$ cat src/rtl/i2c_master_byte_sequencer_defines.svh
// assertion helpers for the byte sequencer
`ifndef I2C_MASTER_BYTE_SEQUENCER_DEFINES_SVH
`define I2C_MASTER_BYTE_SEQUENCER_DEFINES_SVH

// same-cycle implication, disabled during reset
`define I2CMS_ASSERT_NOW(label, ante, cons, msg) \
    label: assert property (@(posedge i_clk) disable iff (!i_rst_n) (ante) |-> (cons)) \
        else $error(msg);

// next-cycle implication, disabled during reset
`define I2CMS_ASSERT_NEXT(label, ante, cons, msg) \
    label: assert property (@(posedge i_clk) disable iff (!i_rst_n) (ante) |=> (cons)) \
        else $error(msg);

`endif

$ cat src/rtl/i2cms_pkg.sv
package i2cms_pkg;

    localparam int TICK_W  = 16;
    localparam int BYTE_W  = 8;
    localparam int OP_W    = 3;
    localparam int UNITS_W = 3;
    localparam int BITS_W  = 4;
    localparam int CFG_IDX_W = 1;

    localparam logic [OP_W-1:0] OP_NONE  = 3'd0;
    localparam logic [OP_W-1:0] OP_START = 3'd1;
    localparam logic [OP_W-1:0] OP_STOP  = 3'd2;
    localparam logic [OP_W-1:0] OP_WRITE = 3'd3;
    localparam logic [OP_W-1:0] OP_READ  = 3'd4;
    localparam logic [OP_W-1:0] OP_WACK  = 3'd5;

    localparam logic [CFG_IDX_W-1:0] CFG_UNIT_TICKS  = 1'b0;
    localparam logic [CFG_IDX_W-1:0] CFG_ACK_TIMEOUT = 1'b1;

    localparam logic [TICK_W-1:0] UNIT_TICKS_RST  = 16'd500;
    localparam logic [TICK_W-1:0] ACK_TIMEOUT_RST = 16'd2500;

    localparam logic [UNITS_W-1:0] UNITS_LONG  = 3'd4;
    localparam logic [UNITS_W-1:0] UNITS_HALF  = 3'd2;
    localparam logic [UNITS_W-1:0] UNITS_SHORT = 3'd1;

    localparam logic [BITS_W-1:0] BITS_PER_BYTE = 4'd8;

    typedef struct packed {
        logic [OP_W-1:0]   op;
        logic [BYTE_W-1:0] tx_byte;
        logic              send_ack;
        logic              sda_in;
    } t_in_word;

    typedef struct packed {
        logic              scl;
        logic              sda_out;
        logic              sda_enable;
        logic              busy_res;
        logic              done_res;
        logic [BYTE_W-1:0] rx_byte;
        logic              ack_failed;
    } t_out_word;

    typedef struct packed {
        logic [CFG_IDX_W-1:0] index;
        logic [TICK_W-1:0]    value;
    } t_cfg_word;

endpackage

$ cat src/rtl/i2cms_in_if.sv
interface i2cms_in_if;
    logic                 valid;
    logic                 ready;
    i2cms_pkg::t_in_word  data;

    modport source (output valid, output data, input ready);
    modport sink   (input valid, input data, output ready);
endinterface

$ cat src/rtl/i2cms_out_if.sv
interface i2cms_out_if;
    logic                 valid;
    logic                 ready;
    i2cms_pkg::t_out_word data;

    modport source (output valid, output data, input ready);
    modport sink   (input valid, input data, output ready);
endinterface

$ cat src/rtl/i2cms_cfg_if.sv
interface i2cms_cfg_if;
    logic                 valid;
    logic                 ready;
    i2cms_pkg::t_cfg_word data;

    modport source (output valid, output data, input ready);
    modport sink   (input valid, input data, output ready);
endinterface

$ cat src/rtl/i2c_master_byte_sequencer.sv
// Byte-level I2C master sequencer.
// i_in carries one word per bus tick: op, tx_byte, send_ack and the sampled
// sda_in level. Every accepted word yields exactly one word on o_out with the
// scl/sda levels, sda_enable, busy_res, done_res, rx_byte and ack_failed.
// Commands (start, stop, write, read, wait ack) are taken only while idle;
// ops given while busy are ignored. Line changes are spaced by 1, 2 or 4
// units of unit_ticks ticks.
// i_cfg writes unit_ticks (index 0) and ack_timeout (index 1); it is always
// ready and should be used only while the block is idle.
// The result word for an input word is registered and valid in the cycle
// after it is accepted. Throughput: one word per cycle if o_out is ready; the
// single output register accepts a new word in the cycle the result is taken.
// If o_out stalls, i_in ready drops while the output register is full, so no
// ticks are lost or repeated. Reset (synchronous, active low) returns the bus
// state to idle with scl and sda driven high, and restores the register
// defaults 500 and 2500.
`include "i2c_master_byte_sequencer_defines.svh"

module i2c_master_byte_sequencer (
    input  logic        i_clk,
    input  logic        i_rst_n,
    i2cms_in_if.sink    i_in,
    i2cms_out_if.source o_out,
    i2cms_cfg_if.sink   i_cfg
);

    typedef enum logic [3:0] {
        PH_IDLE, PH_ST1, PH_ST2, PH_SP1, PH_SP2, PH_WR_HI, PH_WR_LO, PH_WR_NEXT,
        PH_RD_HI, PH_RD_NEXT, PH_RA_HI, PH_RA_END, PH_AK_HI, PH_AK_POLL
    } t_phase;

    logic [i2cms_pkg::TICK_W-1:0]  r_unit_ticks;
    logic [i2cms_pkg::TICK_W-1:0]  r_ack_timeout;

    t_phase                         r_phase, n_phase;
    logic [i2cms_pkg::TICK_W-1:0]  r_delay_count, n_delay_count;
    logic [i2cms_pkg::UNITS_W-1:0] r_units_left, n_units_left;
    logic [i2cms_pkg::BITS_W-1:0]  r_bit_count, n_bit_count;
    logic [i2cms_pkg::BYTE_W-1:0]  r_shift, n_shift;
    logic [i2cms_pkg::TICK_W-1:0]  r_poll_count, n_poll_count;
    logic [i2cms_pkg::BYTE_W-1:0]  r_rx_hold, n_rx_hold;
    logic                           r_ack_choice, n_ack_choice;
    logic                           r_scl, n_scl;
    logic                           r_sda, n_sda;
    logic                           r_sda_oe, n_sda_oe;
    logic                           r_fail, n_fail;
    logic                           n_done;

    logic                           r_out_valid;
    i2cms_pkg::t_out_word           r_out, n_out;

    logic                           w_accept;
    logic [i2cms_pkg::TICK_W-1:0]  w_unit;
    i2cms_pkg::t_in_word            w_in;

    assign w_in       = i_in.data;
    assign i_in.ready = !r_out_valid || o_out.ready;
    assign w_accept   = i_in.valid && i_in.ready;
    assign w_unit     = (r_unit_ticks == '0) ? i2cms_pkg::TICK_W'(1) : r_unit_ticks;

    assign o_out.valid = r_out_valid;
    assign o_out.data  = r_out;
    assign i_cfg.ready = 1'b1;

    always_ff @(posedge i_clk) begin
        if (!i_rst_n) begin
            r_unit_ticks  <= i2cms_pkg::UNIT_TICKS_RST;
            r_ack_timeout <= i2cms_pkg::ACK_TIMEOUT_RST;
        end else if (i_cfg.valid) begin
            unique case (i_cfg.data.index)
                i2cms_pkg::CFG_UNIT_TICKS:  r_unit_ticks  <= i_cfg.data.value;
                i2cms_pkg::CFG_ACK_TIMEOUT: r_ack_timeout <= i_cfg.data.value;
                default: ;
            endcase
        end
    end

    always_comb begin
        logic do_act;
        n_phase       = r_phase;
        n_delay_count = r_delay_count;
        n_units_left  = r_units_left;
        n_bit_count   = r_bit_count;
        n_shift       = r_shift;
        n_poll_count  = r_poll_count;
        n_rx_hold     = r_rx_hold;
        n_ack_choice  = r_ack_choice;
        n_scl         = r_scl;
        n_sda         = r_sda;
        n_sda_oe      = r_sda_oe;
        n_fail        = r_fail;
        n_done        = 1'b0;
        do_act        = 1'b0;

        if (r_phase == PH_IDLE) begin
            unique case (w_in.op)
                i2cms_pkg::OP_START: begin
                    n_sda_oe = 1'b1; n_sda = 1'b1; n_scl = 1'b1;
                    n_units_left = i2cms_pkg::UNITS_LONG;
                    n_delay_count = w_unit; n_phase = PH_ST1;
                end
                i2cms_pkg::OP_STOP: begin
                    n_sda_oe = 1'b1; n_scl = 1'b0; n_sda = 1'b0;
                    n_units_left = i2cms_pkg::UNITS_LONG;
                    n_delay_count = w_unit; n_phase = PH_SP1;
                end
                i2cms_pkg::OP_WRITE: begin
                    n_sda_oe = 1'b1; n_scl = 1'b0;
                    n_sda = w_in.tx_byte[i2cms_pkg::BYTE_W-1];
                    n_shift = {w_in.tx_byte[i2cms_pkg::BYTE_W-2:0], 1'b0};
                    n_bit_count = '0;
                    n_units_left = i2cms_pkg::UNITS_HALF;
                    n_delay_count = w_unit; n_phase = PH_WR_HI;
                end
                i2cms_pkg::OP_READ: begin
                    n_sda_oe = 1'b0; n_sda = 1'b1; n_scl = 1'b0;
                    n_bit_count = '0; n_shift = '0; n_ack_choice = w_in.send_ack;
                    n_units_left = i2cms_pkg::UNITS_HALF;
                    n_delay_count = w_unit; n_phase = PH_RD_HI;
                end
                i2cms_pkg::OP_WACK: begin
                    n_sda_oe = 1'b0; n_sda = 1'b1; n_poll_count = '0;
                    n_units_left = i2cms_pkg::UNITS_SHORT;
                    n_delay_count = w_unit; n_phase = PH_AK_HI;
                end
                default: ;
            endcase
        end else if (r_phase == PH_AK_POLL) begin
            do_act = 1'b1;
        end else if (r_delay_count > i2cms_pkg::TICK_W'(1)) begin
            n_delay_count = r_delay_count - i2cms_pkg::TICK_W'(1);
        end else begin
            n_delay_count = '0;
            if (r_units_left > i2cms_pkg::UNITS_W'(1)) begin
                n_units_left  = r_units_left - i2cms_pkg::UNITS_W'(1);
                n_delay_count = w_unit;
            end else begin
                n_units_left = '0;
                do_act       = 1'b1;
            end
        end

        if (do_act) begin
            unique case (r_phase)
                PH_ST1: begin
                    n_sda = 1'b0;
                    n_units_left = i2cms_pkg::UNITS_LONG;
                    n_delay_count = w_unit; n_phase = PH_ST2;
                end
                PH_ST2: begin
                    n_scl = 1'b0;
                    n_phase = PH_IDLE; n_units_left = '0; n_delay_count = '0; n_done = 1'b1;
                end
                PH_SP1: begin
                    n_scl = 1'b1; n_sda = 1'b1;
                    n_units_left = i2cms_pkg::UNITS_LONG;
                    n_delay_count = w_unit; n_phase = PH_SP2;
                end
                PH_WR_HI: begin
                    n_scl = 1'b1;
                    n_units_left = i2cms_pkg::UNITS_HALF;
                    n_delay_count = w_unit; n_phase = PH_WR_LO;
                end
                PH_WR_LO: begin
                    n_scl = 1'b0;
                    n_units_left = i2cms_pkg::UNITS_HALF;
                    n_delay_count = w_unit; n_phase = PH_WR_NEXT;
                end
                PH_WR_NEXT: begin
                    n_bit_count = r_bit_count + i2cms_pkg::BITS_W'(1);
                    if (n_bit_count >= i2cms_pkg::BITS_PER_BYTE) begin
                        n_phase = PH_IDLE; n_units_left = '0; n_delay_count = '0;
                        n_done = 1'b1;
                    end else begin
                        n_sda = r_shift[i2cms_pkg::BYTE_W-1];
                        n_shift = {r_shift[i2cms_pkg::BYTE_W-2:0], 1'b0};
                        n_units_left = i2cms_pkg::UNITS_HALF;
                        n_delay_count = w_unit; n_phase = PH_WR_HI;
                    end
                end
                PH_RD_HI: begin
                    n_scl = 1'b1;
                    n_shift = {r_shift[i2cms_pkg::BYTE_W-2:0], w_in.sda_in};
                    n_bit_count = r_bit_count + i2cms_pkg::BITS_W'(1);
                    n_units_left = i2cms_pkg::UNITS_SHORT;
                    n_delay_count = w_unit; n_phase = PH_RD_NEXT;
                end
                PH_RD_NEXT: begin
                    n_scl = 1'b0;
                    n_units_left = i2cms_pkg::UNITS_HALF;
                    n_delay_count = w_unit;
                    if (r_bit_count >= i2cms_pkg::BITS_PER_BYTE) begin
                        n_sda_oe = 1'b1;
                        n_sda = !r_ack_choice;
                        n_phase = PH_RA_HI;
                    end else begin
                        n_phase = PH_RD_HI;
                    end
                end
                PH_RA_HI: begin
                    n_scl = 1'b1;
                    n_units_left = i2cms_pkg::UNITS_HALF;
                    n_delay_count = w_unit; n_phase = PH_RA_END;
                end
                PH_RA_END: begin
                    n_scl = 1'b0; n_rx_hold = r_shift;
                    n_phase = PH_IDLE; n_units_left = '0; n_delay_count = '0; n_done = 1'b1;
                end
                PH_AK_HI: begin
                    n_scl = 1'b1;
                    n_units_left = i2cms_pkg::UNITS_SHORT;
                    n_delay_count = w_unit; n_phase = PH_AK_POLL;
                end
                PH_AK_POLL: begin
                    n_units_left = '0;
                    if (!w_in.sda_in) begin
                        n_scl = 1'b0; n_fail = 1'b0;
                        n_phase = PH_IDLE; n_delay_count = '0; n_done = 1'b1;
                    end else if (r_poll_count >= r_ack_timeout) begin
                        n_fail = 1'b1;
                        n_sda_oe = 1'b1; n_scl = 1'b0; n_sda = 1'b0;
                        n_units_left = i2cms_pkg::UNITS_LONG;
                        n_delay_count = w_unit; n_phase = PH_SP1;
                    end else begin
                        n_poll_count = r_poll_count + i2cms_pkg::TICK_W'(1);
                    end
                end
                default: begin
                    n_phase = PH_IDLE; n_units_left = '0; n_delay_count = '0; n_done = 1'b1;
                end
            endcase
        end

        n_out.scl        = n_scl;
        n_out.sda_out    = n_sda_oe ? n_sda : 1'b1;
        n_out.sda_enable = n_sda_oe;
        n_out.busy_res   = (n_phase != PH_IDLE);
        n_out.done_res   = n_done;
        n_out.rx_byte    = n_rx_hold;
        n_out.ack_failed = n_fail;
    end

    always_ff @(posedge i_clk) begin
        if (!i_rst_n) begin
            r_phase       <= PH_IDLE;
            r_delay_count <= '0;
            r_units_left  <= '0;
            r_bit_count   <= '0;
            r_shift       <= '0;
            r_poll_count  <= '0;
            r_rx_hold     <= '0;
            r_ack_choice  <= 1'b0;
            r_scl         <= 1'b1;
            r_sda         <= 1'b1;
            r_sda_oe      <= 1'b1;
            r_fail        <= 1'b0;
            r_out_valid   <= 1'b0;
            r_out         <= '0;
        end else begin
            r_out_valid <= w_accept || (r_out_valid && !o_out.ready);
            if (w_accept) begin
                r_phase       <= n_phase;
                r_delay_count <= n_delay_count;
                r_units_left  <= n_units_left;
                r_bit_count   <= n_bit_count;
                r_shift       <= n_shift;
                r_poll_count  <= n_poll_count;
                r_rx_hold     <= n_rx_hold;
                r_ack_choice  <= n_ack_choice;
                r_scl         <= n_scl;
                r_sda         <= n_sda;
                r_sda_oe      <= n_sda_oe;
                r_fail        <= n_fail;
                r_out         <= n_out;
            end
        end
    end

    `I2CMS_ASSERT_NOW(a_idle_timers_clear, r_phase == PH_IDLE, r_units_left == '0 && r_delay_count == '0, "idle with timers running")
    `I2CMS_ASSERT_NEXT(a_done_goes_idle, w_accept && n_done, r_phase == PH_IDLE && o_out.valid && o_out.data.done_res, "done without idle")
    `I2CMS_ASSERT_NEXT(a_delay_counts_down, w_accept && r_phase != PH_IDLE && r_phase != PH_AK_POLL && r_delay_count > i2cms_pkg::TICK_W'(1), r_delay_count == $past(r_delay_count) - i2cms_pkg::TICK_W'(1), "delay count skipped")

endmodule
$ cat src/flat_wrapper.sv
// flat-port wrapper written by rule: the top's interface ports become plain ports
module i2c_master_byte_sequencer_flat 
  (i_clk, i_rst_n, i_in_valid, i_in_data, i_in_ready, o_out_valid, o_out_data, o_out_ready, i_cfg_valid, i_cfg_data, i_cfg_ready);
  i2cms_in_if i_in_i ();
  i2cms_out_if o_out_i ();
  i2cms_cfg_if i_cfg_i ();
  input  logic i_clk;
  input  logic i_rst_n;
  input wire logic [$bits(i_in_i.valid)-1:0] i_in_valid;
  input wire logic [$bits(i_in_i.data)-1:0] i_in_data;
  output wire logic [$bits(i_in_i.ready)-1:0] i_in_ready;
  output wire logic [$bits(o_out_i.valid)-1:0] o_out_valid;
  output wire logic [$bits(o_out_i.data)-1:0] o_out_data;
  input wire logic [$bits(o_out_i.ready)-1:0] o_out_ready;
  input wire logic [$bits(i_cfg_i.valid)-1:0] i_cfg_valid;
  input wire logic [$bits(i_cfg_i.data)-1:0] i_cfg_data;
  output wire logic [$bits(i_cfg_i.ready)-1:0] i_cfg_ready;
  assign i_in_i.valid = i_in_valid;
  assign i_in_i.data = i_in_data;
  assign i_in_ready = i_in_i.ready;
  assign o_out_valid = o_out_i.valid;
  assign o_out_data = o_out_i.data;
  assign o_out_i.ready = o_out_ready;
  assign i_cfg_i.valid = i_cfg_valid;
  assign i_cfg_i.data = i_cfg_data;
  assign i_cfg_ready = i_cfg_i.ready;
  i2c_master_byte_sequencer u_core (.i_clk(i_clk), .i_rst_n(i_rst_n), .i_in(i_in_i), .o_out(o_out_i), .i_cfg(i_cfg_i));
endmodule
$ cat config.mk
export PLATFORM = sky130hd
export DESIGN_NAME = i2c_master_byte_sequencer_flat
export DESIGN_NICKNAME = d
export VERILOG_FILES = /design/src/rtl/i2cms_pkg.sv /design/src/rtl/i2cms_in_if.sv /design/src/rtl/i2cms_out_if.sv /design/src/rtl/i2cms_cfg_if.sv /design/src/rtl/i2c_master_byte_sequencer.sv /design/src/flat_wrapper.sv
export VERILOG_INCLUDE_DIRS = /design/src /design/src/rtl
export SDC_FILE = /design/constraint.sdc
export NUM_CORES = 1
export LEC_CHECK = 0
export BUFFER_PORTS_ARGS = -buffer_cell sky130_fd_sc_hd__buf_2
export CAP_MARGIN = 15
export CELL_PAD_IN_SITES_DETAIL_PLACEMENT = 1
export CELL_PAD_IN_SITES_GLOBAL_PLACEMENT = 1
export CORE_ASPECT_RATIO = 1.1
export CORE_MARGIN = 1
export CORE_UTILIZATION = 45
export DETAILED_ROUTE_END_ITERATION = 8
export GPL_ROUTABILITY_DRIVEN = 1
export PLACE_DENSITY_LB_ADDON = 0.1
export SLEW_MARGIN = 20
export SYNTH_ARGS = -nofsm -noshare
export SYNTH_HDL_FRONTEND = slang
export SYNTH_SLANG_ARGS = --single-unit
$ cat constraint.sdc
create_clock -name i_clk -period 6.2 [get_ports i_clk]
set_input_delay 1.24 -clock i_clk [delete_from_list [all_inputs] [get_ports i_clk]]
set_output_delay 1.24 -clock i_clk [all_outputs]
set_load 0.01 [all_outputs]
# After elaboration in Yosys (flattened, before gate mapping)

Cells that the tools add are included.

Register bits: 102
Bits of input ports: 35
Output and inout bits: 17
Word-level logic and storage cells: 161

Add/sub/neg operators: 4
Order comparisons: 5
Equal/unequal tests: 21
Mux-type cells: 80
Bitwise logic cells: 1
Reductions and logical operators: 30

Operators by type and width:

| kind                    | number |
|---|---|
| $mux W16                | 16 |
| $pmux W16 S3            | 1 |
| $mux W8                 | 5 |
| $pmux W4 S10            | 1 |
| $mux W4                 | 8 |
| $pmux W8 S2             | 2 |
| $mux W1                 | 27 |
| $eq A4 B4 Y1 const B    | 6 |
| $mux W3                 | 8 |
| $pmux W4 S5             | 1 |
| $add A16 B1 Y16 const B | 1 |
| $ge A16 B16 Y1          | 1 |
| $gt A16 B1 Y1 const B   | 1 |
| $logic_not A16 Y1       | 1 |
| $sub A16 B1 Y16 const B | 1 |
| $pmux W3 S5             | 1 |
| $eq A4 B3 Y1 const B    | 3 |
| $reduce_or A2 Y1        | 6 |
| $reduce_or A5 Y1        | 2 |
| $pmux W1 S3             | 3 |
| $pmux W3 S3             | 1 |
| $reduce_or A3 Y1        | 3 |
| $eq A4 B2 Y1 const B    | 2 |
| $ge A4 B4 Y1 const B    | 2 |
| other kinds (24)        | 38 |

# Depth between registers and ports, before layout

Gate-level depths: netlist of run 1.

Depth after elaboration: 10
Depth in mapped cells: 13
Mapped depth without buffers: 9

# Worst setup path after synthesis of run 1

OpenSTA, ideal clock, no wires.

Kind: reg-to-reg
Start: register u_core.r_ack_timeout[15] (netlist name)
End: register u_core.r_delay_count[15] (netlist name)
Library setup time: 122 ps
Arrival time: 2692 ps
Required time: 6078 ps
Setup slack: 3386 ps
Cell stages (with the launch flop): 12
Path buffers: 2
Clock period less this slack: 2814 ps
Cell sequence: dfxtp_1 inv_1 ha_1 nand4_1 or3_1 or4_1 clkbuf_1 and3_1 clkbuf_1 o21ai_1 nor2_1 a221o_1

Longest elaborated chain between the ends: 5

Ends and longest elaborated chain:

| what                     | RTL line                         | source |
|---|---|---|
| start: declaration       | i2c_master_byte_sequencer.sv:33  | `logic [i2cms_pkg::TICK_W-1:0] r_ack_timeout;` |
| start signal: assignment | i2c_master_byte_sequencer.sv:68  | `r_ack_timeout <= i2cms_pkg::ACK_TIMEOUT_RST;` |
| start signal: assignment | i2c_master_byte_sequencer.sv:72  | `i2cms_pkg::CFG_ACK_TIMEOUT: r_ack_timeout <= i_cfg.data.value;` |
| $ge A16 B16 Y1           | i2c_master_byte_sequencer.sv:219 | `end else if (r_poll_count >= r_ack_timeout) begin` |
| $mux W16                 | i2c_master_byte_sequencer.sv:219 |  |
| $mux W16                 | i2c_master_byte_sequencer.sv:216 | `if (!w_in.sda_in) begin` |
| $pmux W16 S3             | i2c_master_byte_sequencer.sv:144 | `unique case (r_phase)` |
| $mux W16                 | i2c_master_byte_sequencer.sv:143 | `if (do_act) begin` |
| end signal: assignment   | i2c_master_byte_sequencer.sv:263 | `r_delay_count <= n_delay_count;` |
| end: declaration         | i2c_master_byte_sequencer.sv:36  | `logic [i2cms_pkg::TICK_W-1:0] r_delay_count, n_delay_count;` |

No other way between the ends.
A chain may end at the register's enable or synchronous reset.

# Final worst setup path of run 1

Start: register u_core.r_delay_count[11] (netlist name)
End: register u_core.r_out (netlist bit u_core.o_out.data[12])

Longest elaborated chain between the ends: 6
Elaborated cells between the ends (all ways): 7
Those cells by class: order compare (1); mux (6)

Ends and longest elaborated chain:

| what                   | RTL line                         | source |
|---|---|---|
| $gt A16 B1 Y1 (*)      | i2c_master_byte_sequencer.sv:130 | `end else if (r_delay_count > i2cms_pkg::TICK_W'(1)) begin` |
| $mux W1 (*)            | i2c_master_byte_sequencer.sv:130 |  |
| $mux W1 (*)            | i2c_master_byte_sequencer.sv:128 | `end else if (r_phase == PH_AK_POLL) begin` |
| $mux W1 (*)            | i2c_master_byte_sequencer.sv:95  | `if (r_phase == PH_IDLE) begin` |
| $mux W1                | i2c_master_byte_sequencer.sv:143 |  |
| $mux W1 (*)            | i2c_master_byte_sequencer.sv:235 | `n_out.sda_out = n_sda_oe ? n_sda : 1'b1;` |
| end signal: assignment | i2c_master_byte_sequencer.sv:274 | `r_out <= n_out;` |
| end: declaration       | i2c_master_byte_sequencer.sv:50  | `i2cms_pkg::t_out_word r_out, n_out;` |

Every way passes the cells marked *; elsewhere a longest branch is shown, timed or not.

==> results of run 1 <==
[metal layers]
metal,vias up,routed length (um)
met4,0,518
met5,-,0
li1,3035,-
met1,3118,9140
met2,199,9780
met3,35,1140
[power groups by stage]
| stage | registers [W] | clock network, W | logic (W) |
|---|---|---|---|
| 2_1_floorplan | 0.000727 | 0 | 0.000312 |
| 3_5_place_dp | 0.000756 | 0 | 0.000397 |
| 6_report | 0.000743 | 0.000569 | 0.000405 |
| 3_3_place_gp | 0.000753 | 0 | 0.000388 |
| 5_1_grt | 0.000748 | 0.000608 | 0.000446 |
| 4_1_cts | 0.000741 | 0.000580 | 0.000400 |
[cell families after synthesis]
family          synth area share [%]
compound gates                  28.0
xor+xnor                        1.41
fa+ha+maj                       4.63
buf+inv                         5.96
flops                           32.8
mux                             1.79
other cells                   0.0603
simple gates                    25.4
[cell usage after synthesis (5+ instances only)]
cell type,instances,area share [%]
nand4_1,7,0.70
a221o_1,6,0.97
a21o_1,5,0.60
dfxtp_1,102,33
clkbuf_1,47,2.8
a311oi_1,6,0.85
xor2_1,6,0.85
a22oi_1,18,2.2
mux2i_1,10,1.6
buf_4,5,0.60
a221oi_1,6,0.85
nor2_1,76,4.6
inv_1,31,1.9
o211ai_1,16,1.9
nand2_1,120,7.2
nor3_1,15,1.2
or4_1,8,0.97
a21oi_1,86,6.9
nand3_1,27,2.2
o22ai_1,9,0.91
and2_1,8,0.80
o21a_1,9,1.1
ha_1,23,4.6
a31oi_1,15,1.5
and3_1,8,0.80
or3_1,7,0.70
nor4_1,14,1.4
o21ai_0,49,3.9
nor2b_1,10,1.0
buf_2,5,0.40
nand2b_1,7,0.70
[state kept, by name, indices dropped and copies added, names as in the netlist]
| signal | cells |
|---|---|
| u_core.r_ack_timeout | 16 |
| u_core.r_delay_count | 16 |
| u_core.r_poll_count | 16 |
| u_core.r_unit_ticks | 16 |
| u_core.o_out.data | 14 |
| u_core.r_shift | 8 |
| u_core.r_bit_count | 4 |
| u_core.r_phase | 4 |
| u_core.r_units_left | 3 |
| u_core.o_out.valid | 1 |
| u_core.r_ack_choice | 1 |
| u_core.r_scl | 1 |
| u_core.r_sda | 1 |
| u_core.r_sda_oe | 1 |
[per-stage QoR]
stage / hold slack [ns] / power (W)
floorplan: 0.432 / 0.00104
global placement: 0.447 / 0.00114
detailed placement: 0.450 / 0.00115
CTS: 0.460 / 0.00172
global route: 0.488 / 0.00180
finish: 0.461 / 0.00172
[final cells by class]
class / count / area [um2] / share of cell area, %
flip-flops and latches: 102 / 2040 / 30.1
repair buffers: 54 / 280 / 4.14
multi-input cells: 638 / 3810 / 56.3
clock buffers: 10 / 229 / 3.38
clock inverters: 6 / 60.1 / 0.886
well taps: 184 / 230 / 3.40
inverters: 32 / 120 / 1.77
[tightest hold or removal path, stage by stage (launching register included)]
cell and delay (ns):
dfxtp_1 0.31, nand2_1 0.05, a21oi_1 0.05
[how the worst max path moves through the flow]
stage | slack (ns) | endpoint | depth (start not counted)
after floorplan | 3.39 | u_core.r_delay_count[15] | 11
after global placement | 2.81 | u_core.r_delay_count[7] | 7
after detailed placement | 2.70 | u_core.r_delay_count[2] | 7
after CTS | 2.68 | u_core.r_delay_count[9] | 7
after global routing | 2.37 | u_core.r_delay_count[7] | 7
final | 2.55 | u_core.o_out.data[12] | 7
==> reports/metrics.cfg, run 1 <==
[die]
dieArea_mm2=0.0143
design.core.area_mm2=0.0133
boundaryPins=52
row_count=44
die_y_um=125
die_w_um=114
initial_core_util_pct=46.7

[cts]
postCtsSetupRepairBufs=0
htreeDepth=3
clk_path_buf_depth=2
clkSinkCount=102
post_cts_resized=0
cts_root_buf=clkbuf_16
clock_latency_ns=0.36
cts_tree=done
ctsHoldBuffers=0
path_clk_slew_ns=0.08
cts_made_buffers=9

[setup_path]
cpMostUsedCell=a21oi_1
path_max_fanout=11
arrival_ns=3.87
path_cells=or4_1 > nor4_4 > nand3_1 > a21oi_1 > o21ai_1 > a21oi_1 > a21oi_1
critPathTopFamily=compound AO/OA/AOI/OAI gates
rr_worst_depth=7
crit_path_end_kind=register
max_stage_delay_ns=0.84
reg2reg_to=u_core.o_out.data[12]
startpoint=u_core.r_delay_count[11]
critical-path-slowest-cell=a21oi_1
reg2reg_slack_ns=2.55
cp.required_ns=6.42
crit_type=register to register
start_kind=register
critPathBufInv=0
r2r-start=u_core.r_delay_count[11]

[global_routing]
grtUsageMet1_pct=40.3
gr-total-overflow=0
antenna_found_initial=0
met3_usage_pct=2.47
grt_pass1_vias=6452
grt_busiest_layer=met2
use_met2_pct=49.2
grt_first_pass_wirelength_mm=33.7
grt_use_total_pct=29.8
grt_max_degree=62

[logic_synthesis]
yosys_warnings=0
synth_area_per_cell_um2=7.47
seq_area_frac_synth_pct=32.8
synth_flop_cell=dfxtp_1
synth-edff-count=0
syn-instance-count=832
synthesis.nets=890
synth_seq_cells=102
netlist_area_mm2=0.00622
ys_types=78
async_flop_share_pct=0

[hold_path]
whs_path_depth=2
whs_endpoint=u_core.r_ack_timeout[9]
hold_class=register to register
worstHoldStart=u_core.r_ack_timeout[9]

[run]
drv_cap=0

[finish]
utilization_pct=50.9
final_nets=895
drive_gt1_share_pct=10.6
area_growth_pct=8.97
layout_common_cells=120 x nand2_1, 102 x dfxtp_1, 86 x a21oi_1
diodes=0
final_common_cell=nand2_1
postLayoutCellArea_mm2=0.00678
finalNonFillerCells=1026
nFillCells=1702

[sta]
max_clock_freq_mhz=274
totalNegativeSetupSlack_ns=0
max-slew-margin-rel_pct=32.8
worst_slack_ns=2.55
fin_skew_ns=0.00636
min_period_ns=3.65
hold_viol_final=0
fin_crit_sh_pct=58.9
drv_slew=0
rsz0062_at_grt=no
tightest_slew_ns=0.998
finalSetupViolations=0

[routing]
dr.pass1.iters=5
post_drt_wl_per_cell_um=20.1
vias_per_cell=6.23
final_antenna_net_count=0
post-route-drc-count=0
wl_mm=20.6
via_count=6387
drtIter0Drc=451

[placement]
gp_congestion=0.886
placed_cells=1010
placed_area_mm2=0.00648
port_buffers=50
dpl_worst_slack_ns=2.70
hpwl_mm=14.7

[pwr]
leakage_nw=2.56
combPwrFrac_pct=23.6
switching_power_w=0.000597
peakVddDrop_mv=0.134
p_int_w=0.00112
power.density_mw_per_mm2=253
p_sw_share_pct=34.8
seqPwrFrac_pct=43.3
p_clk_share_pct=33.1

[outcome]
status=completed

Note: power is estimated with default switching activity, not from simulation.
==> run 2: changes to the inputs <==
clock period = 3.5 ns   (was 6.2 ns; I/O delays follow)
==> run 2 against run 1 <==
Effect of this change:
- via count grew 2.6%
- routed wire length grew 5.8%
- die area is the same
- worst hold slack gained 0.0020 ns
- cell area grew 2.5%
- count of clock-buffer cells in the layout is the same
- critical path type unchanged
- clock skew grew 0.00099 ns
- critical path depth grew 3
==> reports/metrics.cfg, run 2 (synthesis results as in run 1) <==
[setup_path]
crit_type=register to register
critPathTopFamily=simple AND/OR/NAND/NOR gates
arrival_ns=3.48
cp.required_ns=3.79
rr_worst_depth=10
reg2reg_to=u_core.r_delay_count[6]
critical-path-slowest-cell=or4_1
path_cells=inv_1 > ha_1 > nand4_1 > or3_1 > or4_1 > a311oi_2 > o21a_1 > buf_4 > nand2_1 > a21oi_1
reg2reg_slack_ns=0.31
start_kind=register
r2r-start=u_core.r_ack_timeout[15]
endpoint=u_core.r_delay_count[6]
critPathBufInv=2
startpoint=u_core.r_ack_timeout[15]
path_depth=10
max_stage_delay_ns=0.67
path_max_fanout=7
crit_path_end_kind=register

[pwr]
power.density_mw_per_mm2=461
p_int_w=0.00210
p_clk_share_pct=34.6
leakage_nw=2.67
combPwrFrac_pct=24.3
seqPwrFrac_pct=41.1
switching_power_w=0.00111
p_sw_share_pct=34.5
peakVddDrop_mv=0.413

[cts]
cts_tree=done
ctsHoldBuffers=0
cts_root_buf=clkbuf_16
clkSinkCount=102
clk_path_buf_depth=2
postCtsSetupRepairBufs=0
path_clk_slew_ns=0.08
post_cts_resized=0
htreeDepth=3
clock_latency_ns=0.37
cts_made_buffers=9

[sta]
max-slew-margin-rel_pct=31.4
totalNegativeSetupSlack_ns=0
fin_skew_ns=0.00734
fin_crit_sh_pct=91.0
drv_slew=0
min_period_ns=3.19
rsz0062_at_grt=no
hold_viol_final=0
max_clock_freq_mhz=314
tightest_slew_ns=1.02
finalSetupViolations=0

[finish]
drive_gt1_share_pct=12.7
utilization_pct=52.1
postLayoutCellArea_mm2=0.00695
final_nets=914
nFillCells=1711
seq_area_mm2=0.00204
multi_input_area_mm2=0.00381
final_common_cell=nand2_1
diodes=0
layout_common_cells=120 x nand2_1, 102 x dfxtp_1, 86 x a21oi_1
area_growth_pct=11.7

[hold_path]
whs_path_depth=2
hold_class=register to register

[placement]
gp_congestion=0.909
port_buffers=50
hpwl_mm=15.7
placed_area_mm2=0.00663

[routing]
wl_met3_mm=1.46
dr.max_layer_used=met4
via_count=6553
route.met2.wl_mm=10.5
drtIter0Drc=435
post-route-drc-count=0
wl_mm=21.8
post_drt_wl_per_cell_um=20.8
wirelength_met1_mm=9.12
vias_per_cell=6.27
final_antenna_net_count=0
dr.pass1.iters=6

[run]
drv_cap=0

[global_routing]
grt_max_degree=55
grt_first_pass_wirelength_mm=35.3
gr-total-overflow=0
antenna_found_initial=0
grt_use_total_pct=31.6
grt_pass1_vias=6641

[die]
design.core.area_mm2=0.0133
die_w_um=114
boundaryPins=52
row_count=44
initial_core_util_pct=46.7
dieArea_mm2=0.0143
die_y_um=125

[outcome]
status=completed

==> run 2: area by class of cell <==
| cell class | count | share of cell area (%) |
|---|---|---|
| clock buffer | 10 | 3.44 |
| multi-input combinational | 638 | 54.9 |
| tap | 184 | 3.31 |
| timing repair buffer | 73 | 6.09 |
| clock inverter | 6 | 1.12 |
| sequential | 102 | 29.4 |
| inverter | 32 | 1.73 |
==> run 2: worst min-delay path by stage <==
stage / from / to
floorplan: u_core.r_ack_choice / u_core.r_ack_choice
global placement: u_core.r_ack_choice / u_core.r_ack_choice
detailed placement: u_core.r_ack_choice / u_core.r_ack_choice
CTS: u_core.r_ack_choice / u_core.r_ack_choice
global route: u_core.r_ack_timeout[12] / u_core.r_ack_timeout[12]
finish: u_core.r_ack_choice / u_core.r_ack_choice
==> run 2: per-layer routing <==
layer / up-vias / global-route usage, %
li1: 3070 / -
met1: 3191 / 39.7
met2: 242 / 53.0
met3: 50 / 4.85
met4: 0 / 14.1
met5: - / 0
==> run 2: tightest hold or removal path, stage by stage (launching register included) <==
cell     delay, ns
dfxtp_1       0.31
nand2_1       0.05
a21oi_1       0.06
==> run 2: power by group through the flow <==
| stage | sequential, W | clock [W] | combinational [W] |
|---|---|---|---|
| 6_report | 0.00132 | 0.00111 | 0.000779 |
| 5_1_grt | 0.00133 | 0.00115 | 0.000850 |
| 3_5_place_dp | 0.00134 | 0 | 0.000756 |
| 2_1_floorplan | 0.00129 | 0 | 0.000553 |
| 4_1_cts | 0.00131 | 0.00112 | 0.000766 |
| 3_3_place_gp | 0.00133 | 0 | 0.000732 |
==> run 2: per-stage QoR <==
step / setup WS (ns) / power (W) / hold slack, ns / std cells
after floorplan: 0.686 / 0.00184 / 0.432 / 832
after global placement: 0.485 / 0.00206 / 0.445 / 1029
after detailed placement: 0.354 / 0.00209 / 0.453 / 1029
after CTS: 0.334 / 0.00320 / 0.465 / 1045
after global routing: 0.113 / 0.00333 / 0.488 / 1045
final: 0.314 / 0.00320 / 0.463 / 1045
